## config.mk

```make
export PLATFORM = sky130hd
export DESIGN_NAME = timed_pulse_slot_scheduler
export DESIGN_NICKNAME = d
export VERILOG_FILES = /design/src/rtl/core/tps_pkg.sv /design/src/rtl/core/timed_pulse_slot_scheduler.sv /design/src/rtl/core/tps_ram.sv /design/src/rtl/core/tps_out.sv /design/src/rtl/core/tps_ctrl.sv
export SDC_FILE = /design/constraint.sdc
export NUM_CORES = 2
export LEC_CHECK = 0
export ABC_AREA = 0
export BUFFER_PORTS_ARGS = -buffer_cell sky130_fd_sc_hd__buf_2
export CAP_MARGIN = 15
export CORE_MARGIN = 2
export CORE_UTILIZATION = 60
export DETAILED_ROUTE_END_ITERATION = 16
export PLACE_DENSITY = 0.83
export SLEW_MARGIN = 40
export SYNTH_ARGS = -nofsm -noshare
export SYNTH_HDL_FRONTEND = slang
export SYNTH_SLANG_ARGS = --single-unit
```

## constraint.sdc

```tcl
create_clock -name clk -period 17.4 [get_ports clk]
set_input_delay 0.87 -clock clk [delete_from_list [all_inputs] [get_ports clk]]
set_output_delay 0.87 -clock clk [all_outputs]
set_load 0.05 [all_outputs]
```

## src/rtl/core/tps_pkg.sv

```systemverilog
// Package for the timed pulse slot scheduler.
// Holds the slot count, word and record types, codes and FSM states.
// No dependencies.
package tps_pkg;

	localparam int SLOTS       = 8;
	localparam int MAX_RESULTS = 8;
	localparam int SLOT_W      = (SLOTS > 1) ? $clog2(SLOTS) : 1;
	localparam int CNT_W       = $clog2(MAX_RESULTS + 1);

	typedef enum logic [1:0] {
		CMD_ARM  = 2'd0,
		CMD_TICK = 2'd1,
		CMD_POLL = 2'd2,
		CMD_NOP  = 2'd3
	} cmd_t;

	typedef enum logic [1:0] {
		KIND_ARM   = 2'd0,
		KIND_PULSE = 2'd1,
		KIND_POLL  = 2'd2
	} kind_t;

	typedef enum logic [1:0] {
		ST_FREE  = 2'd0,
		ST_ARMED = 2'd1,
		ST_FIRED = 2'd2
	} slot_status_t;

	typedef enum logic [2:0] {
		S_IDLE,
		S_ARM,
		S_POLL_RD,
		S_POLL_OUT,
		S_TICK_RD,
		S_TICK_CMP,
		S_TICK_END
	} state_t;

	typedef struct packed {
		logic [1:0]  cmd;
		logic [7:0]  pin;
		logic [7:0]  tag;
		logic [31:0] pulse_width_us;
		logic [63:0] fire_time_us;
		logic [63:0] now_us;
	} in_word_t;

	typedef struct packed {
		kind_t       kind;
		logic        ok;
		logic [7:0]  pulse_pin;
		logic [31:0] pulse_len_us;
		logic [7:0]  fired_tag;
		logic [63:0] fired_time_us;
		logic        last;
	} out_word_t;

	typedef struct packed {
		logic [7:0]  pin;
		logic [7:0]  tag;
		logic [31:0] width;
		logic [63:0] time_us;
	} slot_rec_t;

	typedef struct packed {
		logic      valid;
		out_word_t word;
	} emit_t;

	localparam int REC_W = $bits(slot_rec_t);

endpackage

```

## src/rtl/core/timed_pulse_slot_scheduler.sv

```systemverilog
// Top level of the timed pulse slot scheduler.
// Depends on tps_pkg, tps_ram, tps_ctrl and tps_out.
//
// Usage:
//  Input channel (in_valid/in_stall/in_word) takes one word at a time:
//  arm, tick or poll. in_stall is high while a word is being worked on.
//  Output channel (out_valid/out_stall/out_word) gives results; the last
//  result of a word carries last=1. A tick that fires no pulse gives none.
//  cfg_we/cfg_wdata write the notify-only pin code; write only when idle.
//  Slot payloads live in one RAM with registered read data; slot status
//  lives in flops.
//  Arm passes through S_ARM, poll through S_POLL_RD and S_POLL_OUT, and the
//  result is registered in the output stage. A tick scans one slot per cycle
//  while no pulse waits on a stalled receiver, set by the single read port of
//  the slot RAM; its pulses leave during the scan, the last one at the end.
//  One word is in work at a time; no new word is taken until it is through.
//  Reset clears all slots to free and the notify-only pin to 255; no
//  clearing pass is needed.
//  A stalled receiver holds the output register; the scan then waits
//  before the next pulse and nothing is lost.
module timed_pulse_slot_scheduler (
	input  logic               clk,
	input  logic               arst_n,
	input  logic               in_valid,
	output logic               in_stall,
	input  tps_pkg::in_word_t  in_word,
	output logic               out_valid,
	input  logic               out_stall,
	output tps_pkg::out_word_t out_word,
	input  logic               cfg_we,
	input  logic [7:0]         cfg_wdata
);
	import tps_pkg::*;

	logic [7:0]        notify_q;
	logic              mem_we;
	logic [SLOT_W-1:0] mem_waddr, mem_raddr;
	slot_rec_t         mem_wdata, mem_rdata;
	logic              room;
	emit_t             emit;

	always_ff @(posedge clk or negedge arst_n) begin
		if (!arst_n) begin
			notify_q <= 8'hFF;
		end else if (cfg_we) begin
			notify_q <= cfg_wdata;
		end
	end

	tps_ram #(
		.WIDTH (REC_W),
		.DEPTH (SLOTS),
		.AW    (SLOT_W)
	) u_ram (
		.clk   (clk),
		.we    (mem_we),
		.waddr (mem_waddr),
		.wdata (mem_wdata),
		.raddr (mem_raddr),
		.rdata (mem_rdata)
	);

	tps_ctrl u_ctrl (
		.clk        (clk),
		.arst_n     (arst_n),
		.in_valid   (in_valid),
		.in_stall   (in_stall),
		.in_word    (in_word),
		.notify_pin (notify_q),
		.mem_we     (mem_we),
		.mem_waddr  (mem_waddr),
		.mem_wdata  (mem_wdata),
		.mem_raddr  (mem_raddr),
		.mem_rdata  (mem_rdata),
		.room       (room),
		.emit       (emit)
	);

	tps_out u_out (
		.clk       (clk),
		.arst_n    (arst_n),
		.emit      (emit),
		.room      (room),
		.out_valid (out_valid),
		.out_stall (out_stall),
		.out_word  (out_word)
	);

endmodule

```

## src/rtl/core/tps_ram.sv

```systemverilog
// Generic single-write, single-read RAM with registered read data.
// No package dependency.
module tps_ram #(
	parameter int WIDTH = 8,
	parameter int DEPTH = 8,
	parameter int AW    = (DEPTH > 1) ? $clog2(DEPTH) : 1
) (
	input  logic             clk,
	input  logic             we,
	input  logic [AW-1:0]    waddr,
	input  logic [WIDTH-1:0] wdata,
	input  logic [AW-1:0]    raddr,
	output logic [WIDTH-1:0] rdata
);

	logic [WIDTH-1:0] mem [DEPTH];
	logic [WIDTH-1:0] rdata_q;

	always_ff @(posedge clk) begin
		if (we) begin
			mem[waddr] <= wdata;
		end
		rdata_q <= mem[raddr];
	end

	assign rdata = rdata_q;

endmodule

```

## src/rtl/core/tps_out.sv

```systemverilog
// Output register stage: holds one result word until the receiver takes it.
// Depends on tps_pkg.
module tps_out (
	input  logic              clk,
	input  logic              arst_n,
	input  tps_pkg::emit_t    emit,
	output logic              room,
	output logic              out_valid,
	input  logic              out_stall,
	output tps_pkg::out_word_t out_word
);
	import tps_pkg::*;

	logic      valid_q;
	out_word_t word_q;

	assign room = !valid_q || !out_stall;

	always_ff @(posedge clk or negedge arst_n) begin
		if (!arst_n) begin
			valid_q <= 1'b0;
		end else if (emit.valid) begin
			valid_q <= 1'b1;
		end else if (!out_stall) begin
			valid_q <= 1'b0;
		end
	end

	always_ff @(posedge clk) begin
		if (emit.valid) begin
			word_q <= emit.word;
		end
	end

	assign out_valid = valid_q;
	assign out_word  = word_q;

endmodule

```

## src/rtl/core/tps_ctrl.sv

```systemverilog
// Sequencer: slot status flops, arm/poll lookup, tick scan over the slot RAM.
// Depends on tps_pkg; drives the tps_ram ports and the output stage.
module tps_ctrl (
	input  logic                  clk,
	input  logic                  arst_n,
	input  logic                  in_valid,
	output logic                  in_stall,
	input  tps_pkg::in_word_t     in_word,
	input  logic [7:0]            notify_pin,
	output logic                  mem_we,
	output logic [tps_pkg::SLOT_W-1:0] mem_waddr,
	output tps_pkg::slot_rec_t    mem_wdata,
	output logic [tps_pkg::SLOT_W-1:0] mem_raddr,
	input  tps_pkg::slot_rec_t    mem_rdata,
	input  logic                  room,
	output tps_pkg::emit_t        emit
);
	import tps_pkg::*;

	localparam logic [SLOT_W-1:0] SLOT_LAST = SLOT_W'(SLOTS - 1);

	state_t            state_q, state_d;
	slot_status_t      status_q [SLOTS];
	in_word_t          req_q;
	logic [SLOT_W-1:0] idx_q;
	logic [CNT_W-1:0]  cnt_q;
	logic              pend_valid_q;
	logic [7:0]        pend_pin_q;
	logic [31:0]       pend_len_q;
	logic              found_q;
	logic [SLOT_W-1:0] slot_q;

	logic              accept;
	logic              free_hit, fired_hit;
	logic [SLOT_W-1:0] free_idx, fired_idx;
	logic              due, pulse, step;
	logic              arm_set, poll_free, poll_latch;

	assign accept   = in_valid && (state_q == S_IDLE);
	assign in_stall = (state_q != S_IDLE);

	always_comb begin
		free_hit  = 1'b0;
		free_idx  = '0;
		fired_hit = 1'b0;
		fired_idx = '0;
		for (int i = SLOTS - 1; i >= 0; i--) begin
			if (status_q[i] == ST_FREE) begin
				free_hit = 1'b1;
				free_idx = SLOT_W'(i);
			end
			if (status_q[i] == ST_FIRED) begin
				fired_hit = 1'b1;
				fired_idx = SLOT_W'(i);
			end
		end
	end

	assign due = (status_q[idx_q] == ST_ARMED) && (mem_rdata.time_us <= req_q.now_us) &&
		(cnt_q < CNT_W'(MAX_RESULTS));
	assign pulse = due && (mem_rdata.pin != notify_pin);

	// next state
	always_comb begin
		state_d = state_q;
		unique case (state_q)
			S_IDLE: begin
				if (accept) begin
					unique case (cmd_t'(in_word.cmd))
						CMD_ARM:  state_d = S_ARM;
						CMD_TICK: state_d = S_TICK_RD;
						CMD_POLL: state_d = S_POLL_RD;
						default:  state_d = S_IDLE;
					endcase
				end
			end
			S_ARM:      if (room) state_d = S_IDLE;
			S_POLL_RD:  state_d = S_POLL_OUT;
			S_POLL_OUT: if (room) state_d = S_IDLE;
			S_TICK_RD:  state_d = S_TICK_CMP;
			S_TICK_CMP: if (step && idx_q == SLOT_LAST) state_d = S_TICK_END;
			S_TICK_END: if (!pend_valid_q || room) state_d = S_IDLE;
			default:    state_d = S_IDLE;
		endcase
	end

	// outputs
	always_comb begin
		emit       = '0;
		mem_we     = 1'b0;
		mem_waddr  = free_idx;
		mem_wdata  = '{pin: req_q.pin, tag: req_q.tag, width: req_q.pulse_width_us,
			time_us: req_q.fire_time_us};
		mem_raddr  = '0;
		step       = 1'b0;
		arm_set    = 1'b0;
		poll_free  = 1'b0;
		poll_latch = 1'b0;
		unique case (state_q)
			S_IDLE: ;
			S_ARM: begin
				if (room) begin
					emit.valid     = 1'b1;
					emit.word.kind = KIND_ARM;
					emit.word.ok   = free_hit;
					emit.word.last = 1'b1;
					mem_we         = free_hit;
					arm_set        = free_hit;
				end
			end
			S_POLL_RD: begin
				mem_raddr  = fired_idx;
				poll_latch = 1'b1;
			end
			S_POLL_OUT: begin
				mem_raddr = slot_q;
				if (room) begin
					emit.valid     = 1'b1;
					emit.word.kind = KIND_POLL;
					emit.word.ok   = found_q;
					emit.word.last = 1'b1;
					if (found_q) begin
						emit.word.fired_tag     = mem_rdata.tag;
						emit.word.fired_time_us = mem_rdata.time_us;
					end
					poll_free = found_q;
				end
			end
			S_TICK_RD: mem_raddr = idx_q;
			S_TICK_CMP: begin
				step = !(pulse && pend_valid_q && !room);
				if (pulse && pend_valid_q && room) begin
					emit.valid             = 1'b1;
					emit.word.kind         = KIND_PULSE;
					emit.word.pulse_pin    = pend_pin_q;
					emit.word.pulse_len_us = pend_len_q;
				end
				if (!step) begin
					mem_raddr = idx_q;
				end else if (idx_q != SLOT_LAST) begin
					mem_raddr = idx_q + 1'b1;
				end
			end
			S_TICK_END: begin
				if (pend_valid_q && room) begin
					emit.valid             = 1'b1;
					emit.word.kind         = KIND_PULSE;
					emit.word.pulse_pin    = pend_pin_q;
					emit.word.pulse_len_us = pend_len_q;
					emit.word.last         = 1'b1;
				end
			end
			default: ;
		endcase
	end

	always_ff @(posedge clk or negedge arst_n) begin
		if (!arst_n) begin
			state_q      <= S_IDLE;
			idx_q        <= '0;
			cnt_q        <= '0;
			pend_valid_q <= 1'b0;
			found_q      <= 1'b0;
			slot_q       <= '0;
			for (int i = 0; i < SLOTS; i++) begin
				status_q[i] <= ST_FREE;
			end
		end else begin
			state_q <= state_d;
			if (accept) begin
				idx_q        <= '0;
				cnt_q        <= '0;
				pend_valid_q <= 1'b0;
			end
			if (arm_set) begin
				status_q[free_idx] <= ST_ARMED;
			end
			if (poll_latch) begin
				found_q <= fired_hit;
				slot_q  <= fired_idx;
			end
			if (poll_free) begin
				status_q[slot_q] <= ST_FREE;
			end
			if (state_q == S_TICK_CMP && step) begin
				if (due) begin
					status_q[idx_q] <= ST_FIRED;
				end
				if (pulse) begin
					pend_valid_q <= 1'b1;
					cnt_q        <= cnt_q + 1'b1;
				end
				if (idx_q != SLOT_LAST) begin
					idx_q <= idx_q + 1'b1;
				end
			end
		end
	end

	always_ff @(posedge clk) begin
		if (accept) begin
			req_q <= in_word;
		end
		if (state_q == S_TICK_CMP && step && pulse) begin
			pend_pin_q <= mem_rdata.pin;
			pend_len_q <= mem_rdata.width;
		end
	end

endmodule

```

# After elaboration in Yosys (flattened, before gate mapping)
# Memories as Yosys holds them, arrays and structs flattened. A register that Yosys moved wholly into a read port is not among the register bits.
# Index checks and enable logic that the tools add are counted.
dict set report op_classes {
  reduce_logical 35
  multipliers 0
  magnitude_cmp 8
  add_sub_neg 2
  bitwise_logic 11
  div_mod_pow 0
  n_shift 0
  n_mux 86
  eq_ne 25
}
# cell count
set ops {}
lappend ops {{$mux W3} 27}
lappend ops {{$mux W40} 2}
lappend ops {{$pmux W40 S2} 1}
lappend ops {{$le A64 B64 Y1} 1}
lappend ops {{$mux W16} 4}
lappend ops {{$mux W1} 32}
lappend ops {{$pmux W3 S4} 2}
lappend ops {{$mux W4} 5}
lappend ops {{$demux W2 S3} 3}
lappend ops {{$eq A2 B2 Y1 const B} 9}
lappend ops {{$logic_not A2 Y1} 9}
lappend ops {{$pmux W3 S6} 1}
lappend ops {{$and A16 B16 Y16} 1}
lappend ops {{$and A8 B8 Y8} 2}
lappend ops {{$not A16 Y16} 1}
lappend ops {{$not A8 Y8} 2}
lappend ops {{$or A8 B8 Y8} 2}
lappend ops {{$logic_and A1 B1 Y1} 14}
lappend ops {{$eq A3 B3 Y1 const B} 4}
lappend ops {{$ge A4 B4 Y1 const B} 3}
lappend ops {{$lt A4 B1 Y1 const B} 3}
lappend ops {{$not A3 Y4} 3}
lappend ops {{$mux W2} 5}
lappend ops {{$ne A2 B1 Y1 const B} 5}
lappend ops {{19 further kinds} 26}
dict set report totals {
  wordCells 198
  output_inout_bits 118
  in_bits 191
  latchBits 0
  mem_bits_rw 896
  mem_bits_ro 0
  n_memories 1
  ff_bits 372
}
# memory depth width rd rd_ports_with_merged_regs write_ports line_no
set mem_list {}
lappend mem_list {u_ram.mem 8 112 1 1 1 tps_ram.sv:16} ;# logic [WIDTH-1:0] mem [DEPTH];

# Depth between registers and ports, before layout
dict set report logic_depth {
  depth_word 22
  mapped_depth 16
  depth_no_buf 13
}

# Hierarchy
# From an unflattened synthesis, not the netlist that was laid out.
dict set report unflattened {
  cells_unflattened 2546
  area_unflattened_um2 52013.6
}
# mod seq_area_each_um2 instances area_each_um2 cells_per_inst
set modules_own_cells {}
lappend modules_own_cells {tps_ram 29148.0 1 36154.7 1419}
lappend modules_own_cells {tps_ctrl 7262.0 1 11997.8 991}
lappend modules_own_cells {tps_out 3508.4 1 3519.6 119}
lappend modules_own_cells {timed_pulse_slot_scheduler 210.2 1 341.6 17}

# Worst setup path after synthesis
# OpenSTA, ideal clock, no wires.
dict set report synth_path {
  kind {in2reg}
  start {input out_stall}
  end {register u_ctrl.status_q[12] (netlist name)}
  required_ns 17.290
  setup_ns 0.110
  arrival_time_ns 12.908
  path_stages 6
  path_buffers 1
  setup_slack_ns 4.382
  path_cell_list {and2_1 -> clkbuf_1 -> or3_1 -> nor4_1 -> o21ai_0 -> nor2_1}
}
dict set report synth_via {
  elab_chain_cells 10
  word_cells_on_any_way 17
  cone_classes {mux: 9; bitwise: 2; reduce/logical: 6}
}
# element line_no
set synth_lines {}
lappend synth_lines {{from (decl)} timed_pulse_slot_scheduler.sv:28} ;# input logic out_stall,
lappend synth_lines {{$logic_not A1 Y1 (*)} tps_out.sv:17} ;# assign room = !valid_q || !out_stall;
lappend synth_lines {{$logic_or A1 B1 Y1 (*)} tps_out.sv:17}
lappend synth_lines {{$mux W1} tps_ctrl.sv:102} ;# if (room) begin
lappend synth_lines {{$mux W1} tps_ctrl.sv:99} ;# unique case (state_q)
lappend synth_lines {{$mux W16} tps_ctrl.sv:175} ;# if (arm_set) begin
lappend synth_lines {{$and A16 B16 Y16 (no source line)} -}
lappend synth_lines {{$mux W16} tps_ctrl.sv:182} ;# if (poll_free) begin
lappend synth_lines {{$and A8 B8 Y8 (no source line)} -}
lappend synth_lines {{$mux W16} tps_ctrl.sv:186} ;# if (due) begin
lappend synth_lines {{$mux W16 (*)} tps_ctrl.sv:185} ;# if (state_q == S_TICK_CMP && step) begin
lappend synth_lines {{to (signal, indexed assignment)} tps_ctrl.sv:176} ;# status_q[free_idx] <= ST_ARMED;
lappend synth_lines {{to (signal, indexed assignment)} tps_ctrl.sv:183} ;# status_q[slot_q] <= ST_FREE;
lappend synth_lines {{to (signal, indexed assignment)} tps_ctrl.sv:187} ;# status_q[idx_q] <= ST_FIRED;
lappend synth_lines {{to (decl)} tps_ctrl.sv:23} ;# slot_status_t status_q [SLOTS];
# Every way passes the cells marked *; elsewhere a longest branch is shown, timed or not.
# A chain may end at the register's enable or synchronous reset.

# Final worst setup path
dict set report layout_path {
  start {register u_ctrl.req_q[23] (netlist name)}
  end {register u_ram.rdata_q[73] (netlist: u_ram.rdata[73]), read port of u_ram.mem}
}
dict set report layout_via {
  elab_chain_cells 8
}
# element line_no
set layout_lines {}
lappend layout_lines {{from (decl)} tps_ctrl.sv:24} ;# in_word_t req_q;
lappend layout_lines {{from (signal assigned)} tps_ctrl.sv:202} ;# req_q <= in_word;
lappend layout_lines {{$le A64 B64 Y1} tps_ctrl.sv:59} ;# assign due = (status_q[idx_q] == ST_ARMED) && (mem_rdata.time_us <= req_q.now_us) &&
lappend layout_lines {{$logic_and A1 B1 Y1 (2 in series)} tps_ctrl.sv:59}
lappend layout_lines {{$logic_and A1 B1 Y1} tps_ctrl.sv:61} ;# assign pulse = due && (mem_rdata.pin != notify_pin);
lappend layout_lines {{$logic_and A1 B1 Y1 (2 in series)} tps_ctrl.sv:131} ;# step = !(pulse && pend_valid_q && !room);
lappend layout_lines {{$mux W3} tps_ctrl.sv:138} ;# if (!step) begin
lappend layout_lines {{$pmux W3 S4} tps_ctrl.sv:99}
lappend layout_lines {{to (decl)} tps_ram.sv:17} ;# logic [WIDTH-1:0] rdata_q;
# No other way between the ends.

==> out/results.txt <==
Filler cells -> 5577
drt first pass iters -> 6
grt met2 use -> 46.60%
crit end category -> flop
clock share of power -> 25.0%
Synth Warn # -> 0
IO buf count -> 308
met3 GRT Util -> 5.641%
post-synthesis cell type count -> 68
M1 GR Usage -> 37.39%
Rows -> 109
Via-to-Cell Ratio -> 6.606
antenna violations before repair -> 9
cell count after synthesis -> 3610
Final nets -> 4076
Worst-Margin Slew -> 0.8778 ns
critical path startpoint -> u_ctrl.req_q[23]$_DFFE_PP_
die outline height -> 301.6 um
Commonest cells post-synth -> 1228 x edfxtp_1, 464 x o21ai_0, 450 x a31oi_1
switching power -> 4.479 mW
hold_buf cts -> 0
total power -> 11.83 mW
dpl ws -> 11.81 ns
DR iter-0 viols -> 4314
CTS Buf Count -> 138
area of the multi-input gates -> 0.01157 mm2
Reg2Reg Depth -> 14
Root Driver -> clkbuf_16
Wirelength per Cell -> 25.61 um
Syn-to-layout area delta -> 13.60%
CORE AREA -> 0.08810 mm2
R2R Path Start -> u_ctrl.req_q[23]$_DFFE_PP_
Worst slew margin -> 41.48%
Post-DP HPWL -> 68.56 mm
mux contribution to synthesized area -> 0.3627%
Placer Congestion -> 0.8845
vias in the first global route -> 33130
XOR/XNOR Fraction of Synth Area -> 0.1484%
post-CTS setup buffers -> 0
CTS clock-pin slew for the worst setup and hold paths -> 0.06 ns
Storage cell area -> 0.04013 mm2
first-pass GRT wire length -> 194.5 mm
status -> completed
sw frac -> 37.86%
syn nets -> 3868
clk_lat worst skew -> 0.78 ns
clk sink count -> 1380
Seq pwr share -> 38.6%
number of synthesized flops with an enable pin -> 1228
final WL -> 130.6 mm
DIE AREA -> 0.09094 mm2
reg2reg setup slack -> 11.65 ns
Finish-stage setup viols -> 0
sequential fraction of the synthesis area -> 75.54%
worst reg2reg path endpoint -> u_ram.rdata[73]$_DFF_P_
grt total ovfl -> 0
DRC viols -> 0
Compound-Gate Fraction of Synth Area -> 14.70%
crit path time final -> 5.752 ns
worst setup margin -> 11.65 ns
#FFs+latches synth -> 1380
Simple-Gate Fraction of Synth Area -> 4.687%
Top FF cell, synth -> edfxtp_1
Die W -> 301.6 um
Startpoint Class -> flop
CTS max path bufs -> 3
CP required -> 18.10 ns
Crit Path Max Fanout -> 82
Post-synth ARST share -> 2.899%
Worst Path Arrival -> 6.45 ns
largest net degree at the start of global routing -> 139
max-cap check violation count -> 0
combinational family with the most area after synthesis -> compound AO/OA/AOI/OAI gates
layout cells sized above 1 -> 15.54%
Post-CTS Resized -> 0
FMAX -> 173.9 MHz
IO Count -> 309
synth top area cells -> edfxtp_1 69%, a31oi_1 5.3%, o21ai_0 4.4%
setup TNS -> 0 ns
Routed Antenna Nets -> 0
maximum VDD drop -> 0.1394 mV
Pwr Density -> 196.1 mW/mm2
GRT Max-Usage Layer -> met2
internal power -> 7.353 mW
most frequent cell after synthesis -> edfxtp_1
H-tree depth -> 4
synthesized area -> 0.05312 mm2
Starting Density -> 60.30%
average footprint of a synthesized cell -> 14.72 um2
Final Hold Fails -> 0
P_leak -> 20.47 nW
area share of the largest cell type after synthesis -> 69.41%
combinational fraction of design power -> 36.4%
Final Cycle Share -> 33.06%
max-slew violation count -> 0
unrepaired setup endpoints after global routing -> false
CTS tree -> built
Adder-Cell Fraction of Synth Area -> 1.578%
worst hold path type -> in -> async
vias post-DR -> 33680
gr usage total -> 28.31%
largest area contributor in the netlist -> edfxtp_1
Layout Skew -> 0.05024 ns
Setup CP Type -> reg -> reg
==> cell families (layout without fill, tap and decap cells) <==
family | Yosys count | after routing
other | 0 | 3
buffers and inverters | 381 | 702
AND/OR/NAND/NOR | 512 | 512
AO/OA/AOI/OAI | 1243 | 1243
XOR/XNOR | 9 | 9
multiplexers | 18 | 18
adder cells (fa/ha/maj) | 67 | 67
flip-flops | 1380 | 1380
==> routing by layer <==
metal | wire (um) | up-vias
met5 | 54 | -
met4 | 4604 | 10
met3 | 12420 | 311
met2 | 64600 | 2111
met1 | 48890 | 16650
li1 | - | 14600
==> cell usage in the layout, fill, tap and decap left out, types with 18 or more instances in the layout <==
master     synthesis  final
dfrtp_1           32     32
inv_1             82     81
clkinv_2           0     18
edfxtp_1        1228   1228
nand2_1          267    267
clkbuf_16          0    139
clkbuf_1         194     38
nor2_1            42     35
a31o_1           111    111
buf_4             10     21
a21oi_1           36     36
and2_1           114    113
buf_6              1     26
ha_1              67     67
a31oi_1          450    450
buf_2             75    307
o21ai_0          464    463
nand4_1           18     18
dfxtp_1          112    112
a221oi_1         114    113
==> flip-flops by register name (all words and copies together) (netlist names), 4 cells and up <==
| name | cells |
|---|---|
| u_ram.mem | 896 |
| u_out.out_word | 116 |
| u_ctrl.mem_wdata | 112 |
| u_ram.rdata | 112 |
| u_ctrl.req_q | 64 |
| u_ctrl.pend_len_q | 32 |
| u_ctrl.status_q | 16 |
| notify_q | 8 |
| u_ctrl.pend_pin_q | 8 |
| u_ctrl.cnt_q | 4 |
==> worst max-delay path: stages (launching register included) <==
cell      delay, ns
edfxtp_1       0.33
inv_1          0.04
ha_1           0.29
nand4_1        0.17
nor3_2         0.69
nand4_1        0.36
a21oi_1        0.38
nor3_4         0.10
nor4_4         0.47
o31a_2         0.77
buf_4          0.62
buf_6          0.66
a31oi_1        0.12
a221oi_1       0.44
a31o_1         0.17
==> how the worst max path moves through the flow <==
stage	endpoint	slack, ns	cells past startpoint
final	u_ram.rdata[73]$_DFF_P_	11.65	14
after global routing	u_ram.rdata[85]$_DFF_P_	11.37	13
after CTS	u_ram.rdata[73]$_DFF_P_	11.72	14
after detailed placement	u_ram.rdata[47]$_DFF_P_	11.81	14
after global placement	u_ram.rdata[50]$_DFF_P_	10.71	14
after floorplan	u_ctrl.status_q[12]$_DFF_PN0_	4.38	6
==> layout make-up <==
type	count	area share, %
multi-input cells	1849	19.17
well taps	1165	2.415
clock inverters	63	1.294
repair buffers	367	3.790
clock buffers	190	6.297
diodes	3	0.01244
flip-flops and latches	1380	66.50
inverters	82	0.5308
==> power by group through the flow <==
stage | registers, mW | clock network [mW] | logic, mW
global placement | 4.61 | 0 | 3.98
finish | 4.57 | 2.96 | 4.30
CTS | 4.57 | 2.99 | 4.25
floorplan | 4.87 | 0 | 2.81
global route | 4.61 | 3.12 | 4.63
detailed placement | 4.62 | 0 | 4.18
==> per-stage QoR <==
stage	area [um2]	utilization, %	std cells	hold slack [ns]
after CTS	60310	68.45	5095	0.08822
after detailed placement	55720	63.25	4842	0.3887
after floorplan	53120	-	3610	0.3855
after global placement	55410	62.90	4832	0.3873
final	60350	68.50	5099	0.1021
after global routing	60350	68.49	5098	0.1140
(Power assumes the default switching activity.)
